<file path="src/hdl/mav2fp_pkg.sv">
package mav2fp_pkg;

    localparam logic [7:0] START_MARKER    = 8'hFD;
    localparam logic [7:0] SIGNATURE_BYTES = 8'd13;
    localparam logic [15:0] CRC_SEED       = 16'hFFFF;

    typedef enum logic [3:0] {
        PH_IDLE    = 4'd0,
        PH_LEN     = 4'd1,
        PH_IFLAGS  = 4'd2,
        PH_CFLAGS  = 4'd3,
        PH_SEQ     = 4'd4,
        PH_SYS     = 4'd5,
        PH_COMP    = 4'd6,
        PH_MID0    = 4'd7,
        PH_MID1    = 4'd8,
        PH_MID2    = 4'd9,
        PH_PAYLOAD = 4'd10,
        PH_CRC_LO  = 4'd11,
        PH_CRC_HI  = 4'd12,
        PH_SIG     = 4'd13
    } phase_t;

    typedef struct packed {
        logic        frame_done;
        logic        payload_valid;
        logic [7:0]  payload_byte;
        logic [7:0]  payload_index;
        logic [7:0]  payload_length;
        logic [15:0] flag_bytes;
        logic [7:0]  sequence_number;
        logic [7:0]  system_id;
        logic [7:0]  component_id;
        logic [23:0] message_id;
        logic [15:0] crc_computed;
        logic [15:0] crc_received;
    } result_t;

    // crc-16/mcrf4xx, one byte
    function automatic logic [15:0] crc_add(input logic [15:0] crc, input logic [7:0] b);
        logic [7:0] t;
        t = b ^ crc[7:0];
        t = t ^ {t[3:0], 4'h0};
        return {8'h00, crc[15:8]} ^ {t, 8'h00} ^ {5'b00000, t, 3'b000} ^ {12'h000, t[7:4]};
    endfunction

endpackage

</file>
<file path="src/hdl/mav2fp_parser.sv">
module mav2fp_parser (
    input  logic                clk,
    input  logic                rst_n,
    input  logic                accept,
    input  logic [7:0]          data_byte,
    output mav2fp_pkg::result_t result
);

    mav2fp_pkg::phase_t phase_reg, phase_next;
    logic [7:0]  counter_reg, counter_next;
    logic [15:0] crc_reg, crc_next;
    logic [7:0]  length_reg, length_next;
    logic [15:0] flags_reg, flags_next;
    logic [7:0]  sequence_reg, sequence_next;
    logic [7:0]  sysid_reg, sysid_next;
    logic [7:0]  compid_reg, compid_next;
    logic [23:0] msgid_reg, msgid_next;
    logic [15:0] rx_crc_reg, rx_crc_next;
    logic [7:0]  counter_inc;
    logic [15:0] crc_upd;
    logic        done;
    logic        pvalid;

    assign counter_inc = counter_reg + 8'd1;
    assign crc_upd     = mav2fp_pkg::crc_add(crc_reg, data_byte);

    // next phase
    always_comb
    begin
        phase_next = mav2fp_pkg::PH_IDLE;
        unique case (phase_reg)
            mav2fp_pkg::PH_IDLE:
                phase_next = (data_byte == mav2fp_pkg::START_MARKER) ?
                             mav2fp_pkg::PH_LEN : mav2fp_pkg::PH_IDLE;
            mav2fp_pkg::PH_LEN:    phase_next = mav2fp_pkg::PH_IFLAGS;
            mav2fp_pkg::PH_IFLAGS: phase_next = mav2fp_pkg::PH_CFLAGS;
            mav2fp_pkg::PH_CFLAGS: phase_next = mav2fp_pkg::PH_SEQ;
            mav2fp_pkg::PH_SEQ:    phase_next = mav2fp_pkg::PH_SYS;
            mav2fp_pkg::PH_SYS:    phase_next = mav2fp_pkg::PH_COMP;
            mav2fp_pkg::PH_COMP:   phase_next = mav2fp_pkg::PH_MID0;
            mav2fp_pkg::PH_MID0:   phase_next = mav2fp_pkg::PH_MID1;
            mav2fp_pkg::PH_MID1:   phase_next = mav2fp_pkg::PH_MID2;
            mav2fp_pkg::PH_MID2:
                phase_next = (length_reg == 8'd0) ?
                             mav2fp_pkg::PH_CRC_LO : mav2fp_pkg::PH_PAYLOAD;
            mav2fp_pkg::PH_PAYLOAD:
                phase_next = (counter_inc >= length_reg) ?
                             mav2fp_pkg::PH_CRC_LO : mav2fp_pkg::PH_PAYLOAD;
            mav2fp_pkg::PH_CRC_LO: phase_next = mav2fp_pkg::PH_CRC_HI;
            mav2fp_pkg::PH_CRC_HI:
                phase_next = flags_reg[0] ? mav2fp_pkg::PH_SIG : mav2fp_pkg::PH_IDLE;
            mav2fp_pkg::PH_SIG:
                phase_next = (counter_inc >= mav2fp_pkg::SIGNATURE_BYTES) ?
                             mav2fp_pkg::PH_IDLE : mav2fp_pkg::PH_SIG;
            default:               phase_next = mav2fp_pkg::PH_IDLE;
        endcase
    end

    // captured fields and per-byte flags
    always_comb
    begin
        counter_next  = counter_reg;
        crc_next      = crc_reg;
        length_next   = length_reg;
        flags_next    = flags_reg;
        sequence_next = sequence_reg;
        sysid_next    = sysid_reg;
        compid_next   = compid_reg;
        msgid_next    = msgid_reg;
        rx_crc_next   = rx_crc_reg;
        done          = 1'b0;
        pvalid        = 1'b0;
        unique case (phase_reg)
            mav2fp_pkg::PH_IDLE:
                if (data_byte == mav2fp_pkg::START_MARKER)
                begin
                    counter_next = 8'd0;
                    crc_next     = mav2fp_pkg::CRC_SEED;
                    msgid_next   = 24'd0;
                end
            mav2fp_pkg::PH_LEN:
            begin
                length_next = data_byte;
                crc_next    = crc_upd;
            end
            mav2fp_pkg::PH_IFLAGS:
            begin
                flags_next = {flags_reg[15:8], data_byte};
                crc_next   = crc_upd;
            end
            mav2fp_pkg::PH_CFLAGS:
            begin
                flags_next = {data_byte, flags_reg[7:0]};
                crc_next   = crc_upd;
            end
            mav2fp_pkg::PH_SEQ:
            begin
                sequence_next = data_byte;
                crc_next      = crc_upd;
            end
            mav2fp_pkg::PH_SYS:
            begin
                sysid_next = data_byte;
                crc_next   = crc_upd;
            end
            mav2fp_pkg::PH_COMP:
            begin
                compid_next = data_byte;
                crc_next    = crc_upd;
            end
            mav2fp_pkg::PH_MID0:
            begin
                msgid_next = {msgid_reg[23:8], data_byte};
                crc_next   = crc_upd;
            end
            mav2fp_pkg::PH_MID1:
            begin
                msgid_next = {msgid_reg[23:16], data_byte, msgid_reg[7:0]};
                crc_next   = crc_upd;
            end
            mav2fp_pkg::PH_MID2:
            begin
                msgid_next   = {data_byte, msgid_reg[15:0]};
                crc_next     = crc_upd;
                counter_next = 8'd0;
            end
            mav2fp_pkg::PH_PAYLOAD:
            begin
                pvalid       = 1'b1;
                crc_next     = crc_upd;
                counter_next = (counter_inc >= length_reg) ? 8'd0 : counter_inc;
            end
            mav2fp_pkg::PH_CRC_LO:
                rx_crc_next = {rx_crc_reg[15:8], data_byte};
            mav2fp_pkg::PH_CRC_HI:
            begin
                rx_crc_next  = {data_byte, rx_crc_reg[7:0]};
                counter_next = 8'd0;
                done         = !flags_reg[0];
            end
            mav2fp_pkg::PH_SIG:
                if (counter_inc >= mav2fp_pkg::SIGNATURE_BYTES)
                begin
                    counter_next = 8'd0;
                    done         = 1'b1;
                end
                else
                begin
                    counter_next = counter_inc;
                end
            default:
            begin
                counter_next = counter_reg;
            end
        endcase
    end

    always_comb
    begin
        result.frame_done      = done;
        result.payload_valid   = pvalid;
        result.payload_byte    = pvalid ? data_byte : 8'd0;
        result.payload_index   = pvalid ? counter_reg : 8'd0;
        result.payload_length  = length_next;
        result.flag_bytes      = flags_next;
        result.sequence_number = sequence_next;
        result.system_id       = sysid_next;
        result.component_id    = compid_next;
        result.message_id      = msgid_next;
        result.crc_computed    = crc_next;
        result.crc_received    = rx_crc_next;
    end

    always_ff @(posedge clk or negedge rst_n)
    begin
        if (!rst_n)
        begin
            phase_reg    <= mav2fp_pkg::PH_IDLE;
            counter_reg  <= 8'd0;
            crc_reg      <= mav2fp_pkg::CRC_SEED;
            length_reg   <= 8'd0;
            flags_reg    <= 16'd0;
            sequence_reg <= 8'd0;
            sysid_reg    <= 8'd0;
            compid_reg   <= 8'd0;
            msgid_reg    <= 24'd0;
            rx_crc_reg   <= 16'd0;
        end
        else if (accept)
        begin
            phase_reg    <= phase_next;
            counter_reg  <= counter_next;
            crc_reg      <= crc_next;
            length_reg   <= length_next;
            flags_reg    <= flags_next;
            sequence_reg <= sequence_next;
            sysid_reg    <= sysid_next;
            compid_reg   <= compid_next;
            msgid_reg    <= msgid_next;
            rx_crc_reg   <= rx_crc_next;
        end
    end

endmodule

</file>
<file path="src/hdl/mavlink_v2_frame_parser_top.sv">
// mavlink v2 frame parser
// input channel: one raw stream byte per transfer on data_byte, in_valid/in_stall
// output channel: exactly one result per input byte, out_valid/out_stall
// each result carries frame_done, payload_valid/byte/index and the current
// header, message id, computed crc and received crc views
// the result for a byte goes to the output register, or to the skid register while
// a stalled result waits; throughput: one byte per cycle while in_stall is low, set by
// a single state step and one crc byte update between input transfer and output register
// a two-entry output stage (output register plus skid register) lets a byte be
// taken while a result waits; in_stall rises only when both entries are full
// and comes from a register, so it never depends on out_stall in the same cycle
// a stalled result holds steady on the output ports until it is taken
// reset: parser returns to hunting the start marker, crc to 0xffff, captured
// fields to zero, and both output entries are emptied
module mavlink_v2_frame_parser_top (
    input  logic        clk,
    input  logic        rst_n,
    input  logic        in_valid,
    output logic        in_stall,
    input  logic [7:0]  data_byte,
    output logic        out_valid,
    input  logic        out_stall,
    output logic        frame_done,
    output logic        payload_valid,
    output logic [7:0]  payload_byte,
    output logic [7:0]  payload_index,
    output logic [7:0]  payload_length,
    output logic [15:0] flag_bytes,
    output logic [7:0]  sequence_number,
    output logic [7:0]  system_id,
    output logic [7:0]  component_id,
    output logic [23:0] message_id,
    output logic [15:0] crc_computed,
    output logic [15:0] crc_received
);

    mav2fp_pkg::result_t new_result;
    mav2fp_pkg::result_t out_data_reg;
    mav2fp_pkg::result_t skid_data_reg;
    logic out_valid_reg;
    logic skid_valid_reg;
    logic accept;
    logic out_take;

    assign accept   = in_valid && !skid_valid_reg;
    assign out_take = out_valid_reg && !out_stall;

    mav2fp_parser u_parser (
        .clk       (clk),
        .rst_n     (rst_n),
        .accept    (accept),
        .data_byte (data_byte),
        .result    (new_result)
    );

    always_ff @(posedge clk or negedge rst_n)
    begin
        if (!rst_n)
        begin
            out_valid_reg  <= 1'b0;
            skid_valid_reg <= 1'b0;
        end
        else if (skid_valid_reg)
        begin
            if (out_take)
            begin
                skid_valid_reg <= 1'b0;
            end
        end
        else if (accept)
        begin
            if (out_valid_reg && !out_take)
            begin
                skid_valid_reg <= 1'b1;
            end
            out_valid_reg <= 1'b1;
        end
        else if (out_take)
        begin
            out_valid_reg <= 1'b0;
        end
    end

    always_ff @(posedge clk)
    begin
        if (skid_valid_reg)
        begin
            if (out_take)
            begin
                out_data_reg <= skid_data_reg;
            end
        end
        else if (accept)
        begin
            if (out_valid_reg && !out_take)
            begin
                skid_data_reg <= new_result;
            end
            else
            begin
                out_data_reg <= new_result;
            end
        end
    end

    assign in_stall        = skid_valid_reg;
    assign out_valid       = out_valid_reg;
    assign frame_done      = out_data_reg.frame_done;
    assign payload_valid   = out_data_reg.payload_valid;
    assign payload_byte    = out_data_reg.payload_byte;
    assign payload_index   = out_data_reg.payload_index;
    assign payload_length  = out_data_reg.payload_length;
    assign flag_bytes      = out_data_reg.flag_bytes;
    assign sequence_number = out_data_reg.sequence_number;
    assign system_id       = out_data_reg.system_id;
    assign component_id    = out_data_reg.component_id;
    assign message_id      = out_data_reg.message_id;
    assign crc_computed    = out_data_reg.crc_computed;
    assign crc_received    = out_data_reg.crc_received;

endmodule

</file>
<file path="config.mk">
export PLATFORM = sky130hd
export DESIGN_NAME = mavlink_v2_frame_parser_top
export DESIGN_NICKNAME = d
export VERILOG_FILES = /design/src/hdl/mav2fp_pkg.sv /design/src/hdl/mav2fp_parser.sv /design/src/hdl/mavlink_v2_frame_parser_top.sv
export SDC_FILE = /design/constraint.sdc
export NUM_CORES = 1
export LEC_CHECK = 0
export BUFFER_PORTS_ARGS = -buffer_cell sky130_fd_sc_hd__buf_2
export CAP_MARGIN = 25
export CORE_MARGIN = 5
export CORE_UTILIZATION = 35
export CTS_CLUSTER_SIZE = 20
export DETAILED_ROUTE_END_ITERATION = 12
export GPL_TIMING_DRIVEN = 1
export PLACE_DENSITY_LB_ADDON = 0.25
export SYNTH_ARGS = -nofsm -noshare
export SYNTH_HDL_FRONTEND = slang
export SYNTH_SLANG_ARGS = --single-unit
</file>
<file path="constraint.sdc">
create_clock -name clk -period 8.9 [get_ports clk]
set_input_delay 2.67 -clock clk [delete_from_list [all_inputs] [get_ports clk]]
set_output_delay 2.67 -clock clk [all_outputs]
set_load 0.03 [all_outputs]
</file>
# Word-level counts from Yosys, hierarchy flattened
# Cells that the tools add are included.
# Widths: inputs -> output; s select.
[totals]
wordCells = 115
register_bits = 362
[classes]
eq_ne = 17
addsub = 1
order_cmp = 2
n_mux = 35
bitwise_logic = 6
reduce_logical = 18
[ops]
columns = ["op", "count"]
rows = [
  ["$mux 122", 4],
  ["$pmux 16 s2", 3],
  ["$pmux 24 s4", 1],
  ["$mux 8", 9],
  ["$pmux 4 s14", 1],
  ["$pmux 8 s4", 1],
  ["$eq 4x4->1 const B", 6],
  ["$mux 24", 1],
  ["$eq 4x3->1 const B", 4],
  ["$mux 16", 1],
  ["$xor 16x11->16", 1],
  ["$xor 16x4->16", 1],
  ["$xor 8x16->16", 1],
  ["$xor 8x8->8", 2],
  ["$mux 1", 11],
  ["$reduce_or 10->1", 1],
  ["$reduce_and 3->1", 3],
  ["$add 8x1->8 const B", 1],
  ["$eq 4x2->1 const B", 2],
  ["$eq 8x8->1 const B", 1],
  ["$ge 8x4->1 const B", 1],
  ["$ge 8x8->1", 1],
  ["$logic_not 8->1", 1],
  ["$mux 4", 2],
  ["12 further kinds", 19],
]

# Logic depth before layout (Yosys ltp)
[depth]
ltp_word = 9
depth_mapped = 11

# By module
# Synthesis repeated with hierarchy kept, for this count alone.
[unflattened]
hier_cells = 1043
hier_area_um2 = 15716.3
[modules_own_cells]
columns = ["module", "area_each_um2", "cells_each", "instances"]
rows = [
  ["mavlink_v2_frame_parser_top", 9048.7, 393, 1],
  ["mav2fp_parser", 6667.6, 650, 1],
]

# Least setup slack after synthesis
# No wires, ideal clock.
[synth_path]
kind = "input port to flip-flop"
start = "in in_valid"
end = "reg out_data_reg (netlist bit component_id[0]) (enable)"
setup_slack_ns = -0.992
arrival_ns = 9.248
stages = 5
setup_time_ns = 0.643
cell_sequence = "nor2b_1 clkbuf_1 clkbuf_1 a21oi_1 a21oi_1"
[synth_via]
elab_chain_cells = 3
[synth_rtl]
columns = ["item", "line_no", "rtl"]
rows = [
  ["start: declaration", "mavlink_v2_frame_parser_top.sv:18", "input logic in_valid,"],
  ["$logic_and 1x1->1", "mavlink_v2_frame_parser_top.sv:45", "assign accept = in_valid && !skid_valid_reg;"],
  ["$reduce_bool 2->1 (no source line)", "-", ""],
  ["$reduce_and 3->1 (no source line)", "-", ""],
  ["end signal: assignment", "mavlink_v2_frame_parser_top.sv:90", "out_data_reg <= skid_data_reg;"],
  ["end signal: assignment", "mavlink_v2_frame_parser_top.sv:101", "out_data_reg <= new_result;"],
  ["end: declaration", "mavlink_v2_frame_parser_top.sv:38", "mav2fp_pkg::result_t out_data_reg;"],
]
# Every way passes these cells.
# A chain may end at the register's enable or synchronous reset.

# Worst setup path after layout
[layout_path]
start = "in in_valid"
end = "reg skid_data_reg[5] in the netlist's numbering (enable)"
[layout_via]
elab_chain_cells = 2
[layout_rtl]
columns = ["item", "line_no", "rtl"]
rows = [
  ["$logic_and 1x1->1", "mavlink_v2_frame_parser_top.sv:45", ""],
  ["$reduce_and 3->1 (no source line)", "-", ""],
  ["end signal: assignment", "mavlink_v2_frame_parser_top.sv:97", "skid_data_reg <= new_result;"],
  ["end: declaration", "mavlink_v2_frame_parser_top.sv:39", "mav2fp_pkg::result_t skid_data_reg;"],
]
# Every way passes these cells.

==> results.sh <==
export IMPL_status="complete, no violations"
export IMPL_nets=1266
export IMPL_final_cell_area_mm2=0.0181
export IMPL_finish_utilization_pct=40.9
export IMPL_setup_violations_final=0
export IMPL_crit_start="in_valid"
export IMPL_cts_tree="done"
export IMPL_cts_made_buffers=39
export IMPL_num_vias=9166
export IMPL_yosys_warnings=0
export IMPL_num_io_pins=136
export IMPL_drc=0
export IMPL_drtIter0Drc=590
export IMPL_viasPerCell=4.91
export IMPL_die_area_mm2=0.0488
export IMPL_cts_root_buf="clkbuf_16"
export IMPL_hold_ws_ps=470
export IMPL_setup_tns_ps=0
export IMPL_wl_per_cell_um=19.2
export IMPL_cp_start_kind="input port"
export IMPL_fmax_mhz=199
export IMPL_timing_final_crit_share_pct=56.4
export IMPL_synth_edff_count=244
export IMPL_rsz0062_at_grt="false"
export IMPL_antenna_found_initial=0
export IMPL_post_cts_repair_setup_buffers=0
export IMPL_dp_hpwl_mm=21.6
export IMPL_syn_inst=1130
export IMPL_tightest_slew_ps=1000
export IMPL_synth_seq_area_share_pct=66.1
export IMPL_drt_total_wl_mm=35.9
export IMPL_firstDrtPassIters=5
export IMPL_syn_to_final_growth_pct=15.9
export IMPL_worstSetupPathType="in -> reg"
export IMPL_rrSetupSlack_ps=5320
export IMPL_clk_latency_ps=530
export IMPL_ys_types=54
export IMPL_gp_congestion=0.794
export IMPL_timing_final_crit_period_ps=5020
export IMPL_cts_sink_count=362
export IMPL_syn_nets=1152
export IMPL_ant_nets=0
export IMPL_syn_area_per_cell_um2=13.8
export IMPL_r2r_start="in_stall$_DFF_PN0_"
export IMPL_holdCritPathClass="reg -> reg"
export IMPL_htree_levels=2
export IMPL_grt_pass1_wl_mm=56.7
export IMPL_cp_end_kind="register"
export IMPL_cap_violations=0
export IMPL_crit_fanout=64
export IMPL_cp_data_required_time_ps=9050
export IMPL_cts_hold_buffers=0
export IMPL_p_leak_nw=7.25
export IMPL_cts_clk_slew_worst_paths_ps=60
export IMPL_totalPowerFinal_mw=7.18
export IMPL_max_slew_margin_pct=33.2
export IMPL_cts_max_path_buffers=3
export IMPL_cts_resized_gates=0
export IMPL_pre_cts_slack_ps=3330
export IMPL_initial_utilization_pct=35.3
export IMPL_grt_ovfl_total=0
export IMPL_powerDensity_mw_per_mm2=398
export IMPL_grt_max_degree=77
export IMPL_ys_ff_latch=362
export IMPL_min_delay_start="u_parser.rx_crc_reg[8]$_DFFE_PN0P_"
export IMPL_worst_slack_ps=3880
export IMPL_dpl_cell_area_mm2=0.0168
export IMPL_grt_pass1_vias=9415
export IMPL_die_w_um=221
export IMPL_antenna_cells=0
export IMPL_dp_cells=1794
export IMPL_synth_ff_type="edfxtp_1"
export IMPL_synth_area_mm2=0.0156
export IMPL_finClkSkew_ps=19.7
export IMPL_ir_worst_vdd_mv=0.191
export IMPL_arrival_ps=5170
export IMPL_io_buffers=135
export IMPL_fin_cells=1865
export IMPL_row_count=77
export IMPL_grt_use_total_pct=14.4
export IMPL_hold_viol_final=0
export IMPL_coreArea_mm2=0.0441
export IMPL_drive_gt1_share_pct=33.2
export IMPL_largest_register_ffs=122
export IMPL_async_flop_share_pct=32.6
export IMPL_drv_slew=0
export IMPL_die_h_um=221
## cells by family after synthesis
logic type      Yosys count  synth area share, %
buf+inv                  88                 2.35
simple gates            320                 9.11
flops                   362                 66.1
fa+ha+maj                10                0.803
compound gates          131                 6.33
mux                     190                 13.7
xor+xnor                 29                 1.63
## cell type report
cell class              instances  area (µm²)
clock buffers                  56        1120
clock inverters                14         123
fillers                      4202       26100
inverters                      17        63.8
multi-input cells             680        4940
flip-flops and latches        362       10300
well taps                     592         741
repair buffers                144         766
## power by group
part,switching (mW),internal (mW)
combinational,1.65,0.973
sequential,0.316,2.66
clock,0.649,0.932
total,2.62,4.57
## layout by cell type (no fill, tap or decap), drive strengths merged, types with 7 or more instances in the layout
| master | Yosys | final |
|---|---|---|
| xnor2 | 18 | 18 |
| nor3 | 12 | 12 |
| clkinv | 0 | 10 |
| dfstp | 16 | 16 |
| edfxtp | 244 | 244 |
| ha | 10 | 10 |
| a22o | 48 | 48 |
| nand2 | 230 | 230 |
| dfrtp | 102 | 102 |
| xor2 | 11 | 11 |
| mux2 | 184 | 184 |
| clkbuf | 46 | 56 |
| nand3 | 13 | 13 |
| inv | 17 | 18 |
| buf | 25 | 144 |
| nand2b | 7 | 7 |
| and2 | 15 | 15 |
| a21oi | 9 | 9 |
| o21ai | 32 | 32 |
| o211ai | 14 | 14 |
| nor2 | 23 | 23 |
## worst max-delay path, stage by stage
cell,delay [ps]
buf_2,110
nor2b_4,130
buf_4,440
and3_4,890
buf_4,790
## layer usage
metal / global-route usage, % / part of all wire, % / vias up
met1: 20.6 / 47 / 4595
li1: - / - / 4334
met5: 0 / 0 / -
met2: 23.1 / 47 / 188
met4: 3.40 / 2.0 / 0
met3: 2.41 / 4.0 / 49
## cells in the mapped netlist, drive strengths merged, types with 2 or more instances
| cell | count | share of area [%] |
|---|---|---|
| o2111ai | 2 | 0.11 |
| xor2 | 11 | 0.62 |
| clkbuf | 46 | 1.1 |
| a22o | 48 | 2.7 |
| and3 | 2 | 0.080 |
| buf | 25 | 0.84 |
| or3 | 4 | 0.16 |
| a21oi | 9 | 0.29 |
| nor2 | 23 | 0.55 |
| ha | 10 | 0.80 |
| nand3 | 13 | 0.42 |
| mux2i | 6 | 0.39 |
| inv | 17 | 0.41 |
| dfrtp | 102 | 16 |
| edfxtp | 244 | 47 |
| o31ai | 5 | 0.24 |
| a211o | 2 | 0.11 |
| nor2b | 2 | 0.080 |
| nor3 | 12 | 0.61 |
| and2 | 15 | 0.60 |
| nand2 | 230 | 5.5 |
| mux2 | 184 | 13 |
| nand2b | 7 | 0.28 |
| xnor2 | 18 | 1.0 |
| or4 | 3 | 0.17 |
| dfstp | 16 | 2.7 |
| a31oi | 6 | 0.38 |
| o211ai | 14 | 0.67 |
| a211oi | 3 | 0.14 |
| nand4 | 4 | 0.20 |
| o21ai | 32 | 1.0 |
## final timing paths
kind / end / depth (start not counted)
min in group asynchronous: u_parser.sysid_reg[2]$_DFFE_PN0P_ / 1
worst min register to register: u_parser.rx_crc_reg[8]$_DFFE_PN0P_ / 2
max in group asynchronous: in_stall$_DFF_PN0_ / 2
worst max register to register: skid_data_reg[5]$_DFFE_PP_ / 4
worst min-delay path: u_parser.rx_crc_reg[8]$_DFFE_PN0P_ / 2
worst max-delay path: skid_data_reg[5]$_DFFE_PP_ / 5
(Power assumes the default switching activity.)
